File: src/design/jts_pkg.sv
// types and constants shared by the token splitter modules
package jts_pkg;

   localparam logic [7:0] BYTE_LBRACE    = 8'h7B;
   localparam logic [7:0] BYTE_RBRACE    = 8'h7D;
   localparam logic [7:0] BYTE_LBRACKET  = 8'h5B;
   localparam logic [7:0] BYTE_RBRACKET  = 8'h5D;
   localparam logic [7:0] BYTE_COLON     = 8'h3A;
   localparam logic [7:0] BYTE_COMMA     = 8'h2C;
   localparam logic [7:0] BYTE_QUOTE     = 8'h22;
   localparam logic [7:0] BYTE_BACKSLASH = 8'h5C;
   localparam logic [7:0] BYTE_SPACE     = 8'h20;
   localparam logic [7:0] BYTE_TAB       = 8'h09;
   localparam logic [7:0] BYTE_LF        = 8'h0A;
   localparam logic [7:0] BYTE_CR        = 8'h0D;
   localparam logic [7:0] BYTE_BOM_EF    = 8'hEF;
   localparam logic [7:0] BYTE_BOM_BB    = 8'hBB;
   localparam logic [7:0] BYTE_BOM_BF    = 8'hBF;

   // output queue: room for two words per item plus slack for a stalled sink
   localparam int QUEUE_DEPTH = 4;
   localparam int PTR_W       = 2;
   localparam int COUNT_W     = 3;

   typedef struct packed {
      logic [7:0] data_byte;
      logic       end_of_stream;
   } req_type;

   typedef struct packed {
      logic [7:0] token_byte;
      logic       token_end;
      logic       run_last;
   } rsp_type;

   typedef struct packed {
      logic [7:0] held_byte;
      logic       held_valid;
      logic       inside_string;
      logic       after_backslash;
   } state_type;

   typedef struct packed {
      logic [1:0] num;
      rsp_type    word0;
      rsp_type    word1;
   } step_type;

endpackage

File: src/design/jts_classify.sv
// byte classification and token state update for one input word
module jts_classify (
   input  jts_pkg::req_type   item,
   input  jts_pkg::state_type state,
   output jts_pkg::state_type state_next,
   output jts_pkg::step_type  step
);

   logic [7:0] b;
   logic       structural;
   logic       dropped;

   assign b = item.data_byte;

   assign structural = (b == jts_pkg::BYTE_LBRACE) || (b == jts_pkg::BYTE_RBRACE) ||
                       (b == jts_pkg::BYTE_LBRACKET) || (b == jts_pkg::BYTE_RBRACKET) ||
                       (b == jts_pkg::BYTE_COLON) || (b == jts_pkg::BYTE_COMMA);

   assign dropped = (b == jts_pkg::BYTE_SPACE) || (b == jts_pkg::BYTE_TAB) ||
                    (b == jts_pkg::BYTE_LF) || (b == jts_pkg::BYTE_CR) ||
                    (b == jts_pkg::BYTE_BOM_EF) || (b == jts_pkg::BYTE_BOM_BB) ||
                    (b == jts_pkg::BYTE_BOM_BF);

   always_comb begin
      state_next = state;
      step.num   = 2'd0;
      step.word0 = '{token_byte: state.held_byte, token_end: 1'b0, run_last: 1'b1};
      step.word1 = '{token_byte: b, token_end: 1'b1, run_last: 1'b1};

      if (item.end_of_stream) begin
         step.num             = {1'b0, state.held_valid};
         step.word0.token_end = 1'b1;
         state_next           = '0;
      end else if (state.after_backslash || state.inside_string ||
                   !(structural || dropped)) begin
         // append: previous held byte leaves without ending its token
         step.num             = {1'b0, state.held_valid};
         state_next.held_byte  = b;
         state_next.held_valid = 1'b1;
         if (state.after_backslash) begin
            state_next.after_backslash = 1'b0;
         end else if (state.inside_string) begin
            if (b == jts_pkg::BYTE_QUOTE) begin
               state_next.inside_string = 1'b0;
            end else if (b == jts_pkg::BYTE_BACKSLASH) begin
               state_next.after_backslash = 1'b1;
            end
         end else if (b == jts_pkg::BYTE_QUOTE || b == jts_pkg::BYTE_BACKSLASH) begin
            state_next.inside_string = 1'b1;
         end
      end else begin
         // boundary byte outside a string
         step.word0.token_end  = 1'b1;
         step.word0.run_last   = !structural;
         state_next.held_valid = 1'b0;
         state_next.held_byte  = 8'h00;
         if (state.held_valid) begin
            step.num = structural ? 2'd2 : 2'd1;
         end else if (structural) begin
            step.num   = 2'd1;
            step.word0 = step.word1;
         end
      end
   end

endmodule

File: src/design/jts_queue.sv
// small output queue taking up to two words per cycle and giving one unless rsp_stall is high
module jts_queue (
   input  logic             clock,
   input  logic             reset,
   input  logic [1:0]       push_num,
   input  jts_pkg::rsp_type push_word0,
   input  jts_pkg::rsp_type push_word1,
   output logic             room,
   output logic             rsp_valid,
   input  logic             rsp_stall,
   output jts_pkg::rsp_type rsp_data
);

   jts_pkg::rsp_type entry_ff [jts_pkg::QUEUE_DEPTH];

   logic [jts_pkg::PTR_W-1:0]   rd_ptr_ff, rd_ptr_in;
   logic [jts_pkg::PTR_W-1:0]   wr_ptr_ff, wr_ptr_in;
   logic [jts_pkg::COUNT_W-1:0] count_ff, count_in;
   logic [jts_pkg::PTR_W-1:0]   wr_ptr_next;
   logic                        pop;

   assign rsp_valid   = (count_ff != '0);
   assign rsp_data    = entry_ff[rd_ptr_ff];
   assign pop         = rsp_valid && !rsp_stall;
   // two free entries before any pop this cycle
   assign room        = (count_ff <= jts_pkg::COUNT_W'(jts_pkg::QUEUE_DEPTH - 2));
   assign wr_ptr_next = wr_ptr_ff + jts_pkg::PTR_W'(1);

   assign rd_ptr_in = rd_ptr_ff + jts_pkg::PTR_W'(pop);
   assign wr_ptr_in = wr_ptr_ff + jts_pkg::PTR_W'(push_num);
   assign count_in  = count_ff + jts_pkg::COUNT_W'(push_num) - jts_pkg::COUNT_W'(pop);

   always_ff @(posedge clock) begin
      if (reset) begin
         rd_ptr_ff <= '0;
         wr_ptr_ff <= '0;
         count_ff  <= '0;
      end else begin
         rd_ptr_ff <= rd_ptr_in;
         wr_ptr_ff <= wr_ptr_in;
         count_ff  <= count_in;
      end
   end

   always_ff @(posedge clock) begin
      if (push_num != 2'd0) begin
         entry_ff[wr_ptr_ff] <= push_word0;
      end
      if (push_num == 2'd2) begin
         entry_ff[wr_ptr_next] <= push_word1;
      end
   end

`ifndef ASSERT_OFF
   a_no_overflow: assert property (@(posedge clock) disable iff (reset)
      (push_num != 2'd0) |-> room)
      else $error("queue push without room");

   a_count_track: assert property (@(posedge clock) disable iff (reset)
      (count_ff == '0 && push_num == 2'd0) |=> (count_ff == '0))
      else $error("queue count moved with no push");
`endif

endmodule

File: src/design/json_token_splitter.sv
// top level of the JSON token splitter
//
//  port group   dir  handshake               word
//  req_         in   req_valid / req_stall   jts_pkg::req_type (byte, end of stream)
//  rsp_         out  rsp_valid / rsp_stall   jts_pkg::rsp_type (byte, end, run last)
//
// an input word passes the input register, is classified combinationally and
// lands in a four-entry output queue; one word per cycle is accepted while req_stall is low
// a word that yields two results (held byte plus a structural byte) sends them
// out one after the other through the single output port of the queue
// reset is synchronous and clears the input valid flag, token state and queue
// req_stall rises only while the queue lacks room for two more words
module json_token_splitter (
   input  logic             clock,
   input  logic             reset,
   input  logic             req_valid,
   output logic             req_stall,
   input  jts_pkg::req_type req_data,
   output logic             rsp_valid,
   input  logic             rsp_stall,
   output jts_pkg::rsp_type rsp_data
);

   jts_pkg::req_type   in_ff, in_in;
   logic               in_valid_ff, in_valid_in;
   jts_pkg::state_type state_ff, state_in;
   jts_pkg::state_type state_next;
   jts_pkg::step_type  step;
   logic               room;
   logic               process;
   logic               accept;
   logic [1:0]         push_num;

   assign process   = in_valid_ff && room;
   assign req_stall = in_valid_ff && !room;
   assign accept    = req_valid && !req_stall;
   assign push_num  = process ? step.num : 2'd0;

   assign in_in       = accept ? req_data : in_ff;
   assign in_valid_in = accept || (in_valid_ff && !process);
   assign state_in    = process ? state_next : state_ff;

   jts_classify u_classify (
      .item       (in_ff),
      .state      (state_ff),
      .state_next (state_next),
      .step       (step)
   );

   jts_queue u_queue (
      .clock      (clock),
      .reset      (reset),
      .push_num   (push_num),
      .push_word0 (step.word0),
      .push_word1 (step.word1),
      .room       (room),
      .rsp_valid  (rsp_valid),
      .rsp_stall  (rsp_stall),
      .rsp_data   (rsp_data)
   );

   always_ff @(posedge clock) begin
      if (reset) begin
         in_valid_ff <= 1'b0;
         state_ff    <= '0;
      end else begin
         in_valid_ff <= in_valid_in;
         state_ff    <= state_in;
      end
   end

   always_ff @(posedge clock) begin
      in_ff <= in_in;
   end

`ifndef ASSERT_OFF
   a_eos_clears: assert property (@(posedge clock) disable iff (reset)
      (process && in_ff.end_of_stream) |=> (state_ff == '0))
      else $error("end of stream left token state behind");

   a_escape_in_string: assert property (@(posedge clock) disable iff (reset)
      state_ff.after_backslash |-> state_ff.inside_string)
      else $error("escape pending outside a string");
`endif

endmodule

File: config.mk
export PLATFORM = sky130hd
export DESIGN_NAME = json_token_splitter
export DESIGN_NICKNAME = d
export VERILOG_FILES = /design/src/design/jts_pkg.sv /design/src/design/jts_classify.sv /design/src/design/jts_queue.sv /design/src/design/json_token_splitter.sv
export SDC_FILE = /design/constraint.sdc
export NUM_CORES = 1
export LEC_CHECK = 0
export BUFFER_PORTS_ARGS = -buffer_cell sky130_fd_sc_hd__buf_4
export CAP_MARGIN = 10
export CORE_UTILIZATION = 50
export CTS_BUF_LIST = sky130_fd_sc_hd__clkbuf_16
export DETAILED_ROUTE_END_ITERATION = 8
export GPL_ROUTABILITY_DRIVEN = 1
export GPL_TIMING_DRIVEN = 0
export PLACE_DENSITY = 0.74
export SLEW_MARGIN = 20
export SYNTH_ARGS = -nofsm -noshare
export SYNTH_HDL_FRONTEND = slang
export SYNTH_SLANG_ARGS = --single-unit
File: constraint.sdc
create_clock -name clock -period 4.3 [get_ports clock]
set_clock_uncertainty 0.05 [all_clocks]
set_input_delay 0.43 -clock clock [delete_from_list [all_inputs] [get_ports clock]]
set_output_delay 0.43 -clock clock [all_outputs]
set_load 0.01 [all_outputs]
; Yosys cells after proc, flatten, opt, wreduce, memory -nomap -nowiden
; Memories as Yosys holds them, arrays and structs flattened. A register that Yosys moved wholly into a read port is not among the register bits.
; Cells that the tools add are included.
[classes]
mux = 27
magnitude_cmp = 1
n_addsub = 5
n_mul = 0
shifts = 0
div_mod_pow = 0
bitwise = 0
reduce_logical = 32
n_eq_ne = 17
[ops]
columns = op, n
row1 = 8-bit by 7-bit equality test with 1-bit output (second input constant), 5
row2 = 8-bit by 6-bit equality test with 1-bit output (second input constant), 4
row3 = 8-bit by 4-bit equality test with 1-bit output (second input constant), 3
row4 = 8-bit equality test (second input constant), 3
row5 = 11-bit 2-to-1 mux, 2
row6 = 10-bit 2-to-1 mux, 2
row7 = 1-bit logical OR, 16
row8 = 1-bit 2-to-1 mux, 14
row9 = 2-bit 2-to-1 mux, 7
row10 = 9-bit 2-to-1 mux, 1
row11 = 8-bit 2-to-1 mux, 1
row12 = 1-bit zero test, 6
row13 = 1-bit logical AND, 5
row14 = 2-bit nonzero test, 2
row15 = 3-bit by 2-bit adder with 3-bit output, 1
row16 = 3-bit by 2-bit less-or-equal comparator with 1-bit output (second input constant), 1
row17 = 3-bit AND reduction, 1
row18 = 3-bit nonzero test, 1
row19 = 3-bit by 1-bit subtractor with 3-bit output, 1
row20 = 2-bit by 1-bit adder with 2-bit output, 1
row21 = 2-bit by 1-bit adder with 2-bit output (second input constant), 1
row22 = 2-bit adder, 1
row23 = 2-bit equality test (second input constant), 1
row24 = 2-bit inequality test (second input constant), 1
row25 = 2-bit AND reduction, 1
[totals]
latch_bits = 0
inputBits = 13
wordCells = 93
mem_bits_ro = 0
mem_bits_rw = 40
register_bits = 28
memories = 1
[memory_table]
columns = name, depth, width, read_ports, rd_ports_with_merged_regs, wr, line_no
row1 = u_queue.entry_ff, 4, 10, 1, 1, 2, jts_queue.sv:14  ; jts_pkg::rsp_type entry_ff [jts_pkg::QUEUE_DEPTH];

; Depth between registers and ports, before layout
[logic_depth]
depth_word = 16
depth_mapped = 15
mapped_depth_nobuf = 13

; Hierarchy
; From an unflattened synthesis, not the netlist that was laid out.
[hier_totals]
hier_cells = 286
hier_area_um2 = 3771.1
[by_module_without_submodules]
columns = module, cells_each, instances, seq_area_each_um2, area_per_inst_um2
row1 = jts_queue, 145, 1, 1341.3, 2342.2
row2 = json_token_splitter, 66, 1, 510.5, 855.8
row3 = jts_classify, 75, 1, 0.0, 573.0

; Worst setup path after synthesis
; Ideal clock, no wire load.
[synth_path]
path_kind = flip-flop to flip-flop
from = register in_ff[5] (netlist name)
to = memory u_queue.entry_ff[1][2] (netlist name), enable pin
arrival_time_ns = 3.290
stages_incl_launch_ff = 14
setup_time_ns = 0.310
synth_period_minus_slack_ns = 3.650
path_slack_ns = 0.650
cell_sequence = edfxtp_1 -> clkbuf_1 -> nor3b_1 -> o2111a_1 -> nor2_1 -> clkbuf_1 -> inv_1 -> ha_1 -> nor2_1 -> or2_2 -> clkbuf_1 -> a211o_1 -> a21oi_1 -> or2_2
[synth_rtl]
columns = item, line_no
row1 = start: declaration, json_token_splitter.sv:24  ; jts_pkg::req_type in_ff, in_in;
row2 = start signal: assignment, json_token_splitter.sv:73  ; in_ff <= in_in;
row3 = end: declaration, jts_queue.sv:14

==> reports/metrics.yaml <==
outcome: "complete, no violations"
power_frac_seq: 0.378
cts_root_buf: "clkbuf_16"
cp_data_required_time_ns: 4.27
end_kind: "register"
ys_top_cells_by_area: "edfxtp_1, dfxtp_1, nand3_1"
whs_ns: 0.2179
first_global_vias: 3118
period_share: 0.9308
cts.sinks: 68
leakage_nw: 1.636
syn_avg_cell_area_sq_um: 10.08
drtAntennaViolNets: 0
netlist.area_leader.share: 0.3109
yosysMostFrequentCell: "nand3_1"
max_freq_mhz: 249.8
grt_pass1_wl_mm: 15.71
synth_edf_count: 41
syn_area_sq_mm: 0.003960
path_class: "register to register"
clk_pin_slew_ns: 0.06
clk_latency_ns: 0.33
final_hold_viol_count: 0
ys.flop_type: "edfxtp_1"
area_growth_pct: 17.03
setup_viol: 0
synth_nets: 413
async_reset_ff_frac: 0
drv_slew: 0
yosysWarnings: 0
power.density_mw_per_mm2: 434.6
layout-drive-gt1-share: 0.1793
syn_inst: 393
worstPathMaxFanout: 10
drt_iter0_markers: 513
dr.pass1.iters: 5
post_dp_cell_area_sq_mm: 0.004260
portBuffers: 23
ys_seq_area_frac: 0.4474
irDropWorstVdd_mv: 0.3585
diodes: 0
die_area_sq_mm: 0.008280
p_sw_mw: 0.5076
gp_congestion: 0.9461
ys_ff_latch: 68
critPathLaunchType: "register"
vias_per_cell: 6.268
cts_buffers: 9
period_needed_ns: 4.003
maxSlewHeadroom: 0.3635
hold_buffers: 0
grt_max_degree: 12
detailed_place_hpwl_mm: 6.958
crit_arrival_ns: 3.97
fin_nets: 450
track_usage: 0.2450
io_pins: 25
wirelength_mm: 9.787
synth_cell_type_count: 49
holdCritPathClass: "input port to register"
grt_antenna_before_repair: 0
cts_tree: "built"
wire_per_inst_um: 18.23
die_h_um: 91.00
htree_levels: 3
overflow: 0
start_util: 0.5151
rows: 32
p_int_mw: 1.506
num_vias: 3366
p_comb_frac: 0.215
p_clk_frac: 0.408
synthTopCellsByCount: "nand3_1, edfxtp_1, nor2_1"
swShare: 0.2520
drc: 0
clk_path_buf_depth: 2
rsz0062_at_grt: "no"
die_w_um: 91.00
tightest_slew_ns: 0.9475
drv_cap: 0
yosysTopAreaCell: "edfxtp_1"
design.core.area_sq_mm: 0.007687
fin_area_sq_mm: 0.004634
-- critical path, stage by stage, from the launching register on --
cell and delay [ns]:
edfxtp_1 0.38, clkbuf_2 0.23, nor3_1 0.35, o2111a_1 0.37, nor2_4 0.11, clkbuf_2 0.22
inv_1 0.10, ha_1 0.25, nor2b_1 0.27, nand2_1 0.28, a2111oi_4 0.71, or2_2 0.35
-- logic make-up (layout without fill, tap and decap cells) --
kind of cell,Yosys count,count (layout),synth area share
AOI/OAI and AO/OA,92,92,0.1829
adders and majority gates,7,7,0.02401
buffers and inverters,49,91,0.05213
xor gates and xnor gates,6,6,0.01327
and+or+nand+nor,151,151,0.1981
muxes,20,20,0.08215
DFF,68,68,0.4474
-- cell usage in the layout, fill, tap and decap left out, drive strengths merged, types with 3 or more instances in the layout --
cell type and instances:
nor2 33, a22o 4, buf 32, and2 4, mux2i 10, mux4 10, or2 9, a21oi 16
inv 13, clkbuf 40, o221ai 4, nand3 47, dfxtp 27, a2111oi 3, bufinv 3, o21ai 23
nor4 6, a32oi 8, clkinv 3, nand4 3, nor3 7, nand2b 4, or3 6, a21o 3
o211ai 4, edfxtp 41, nand2 14, o2111ai 18, nor2b 9, xnor2 5, ha 6
-- sequential cells by signal, summed over array words and instances (netlist names) --
register / cells
u_queue.count_ff: 3
state_ff: 11
in_valid_ff: 1
u_queue.entry_ff: 40
u_queue.wr_ptr_ff: 2
u_queue.rd_ptr_ff: 2
in_ff: 9
-- metal layers --
layer / global-route usage / wire [um] / up-vias
li1: - / - / 1570
met1: 0.3188 / 4211 / 1615
met4: 0.07407 / 176 / 0
met5: 0 / 0 / -
met2: 0.4116 / 4761 / 159
met3: 0.05025 / 637 / 22
-- what timing repair did --
action                                  4_1_cts  5_1_grt
gates resized for setup                       2        9
buffers inserted                              1        2
pin swaps                                     2        1
hold endpoints to repair                      0        0
endpoints found under the setup margin       40       46
-- cell type report --
cell class	instances	area, sq um
Buffer	37	166.4
Clock buffer	9	225.2
Clock inverter	7	106.4
Fill cell	644	3053
Inverter	12	45.04
Multi-Input combinational cell	276	1997
Sequential cell	68	1772
Tap cell	102	127.6
Timing Repair Buffer	26	195.2
-- power by group through the flow --
stage	Clock (mW)	Sequential [mW]	Combinational (mW)
floorplan	0	0.765	0.298
global placement	0	0.772	0.420
detailed placement	0	0.773	0.431
CTS	0.831	0.760	0.434
global route	0.855	0.765	0.478
finish	0.821	0.761	0.432
-- worst paths after layout --
kind | start | end | slack [ns] | cells past startpoint
worst max-delay path | in_ff[7] | u_queue.entry_ff[2][5] | 0.30 | 11
worst min-delay path | req_data[3] | in_ff[3] | 0.22 | 1
worst max register to register | in_ff[7] | u_queue.entry_ff[2][5] | 0.30 | 11
worst min register to register | state_ff[0] | state_ff[0] | 0.45 | 2
-- per-stage QoR --
stage | worst slack [ns] | instances | util | setup TNS (ns) | power [mW]
3_5_place_dp | -0.2486 | 518 | 0.5542 | -6.569 | 1.204
4_1_cts | 0.08373 | 535 | 0.5988 | 0 | 2.025
2_1_floorplan | 0.6501 | 393 | - | 0 | 1.063
3_3_place_gp | -0.2443 | 518 | 0.5542 | -6.610 | 1.192
5_1_grt | 0.07985 | 537 | 0.6029 | 0 | 2.098
6_report | 0.2973 | 537 | 0.6029 | 0 | 2.014
Note: power is estimated with default switching activity, not from simulation.
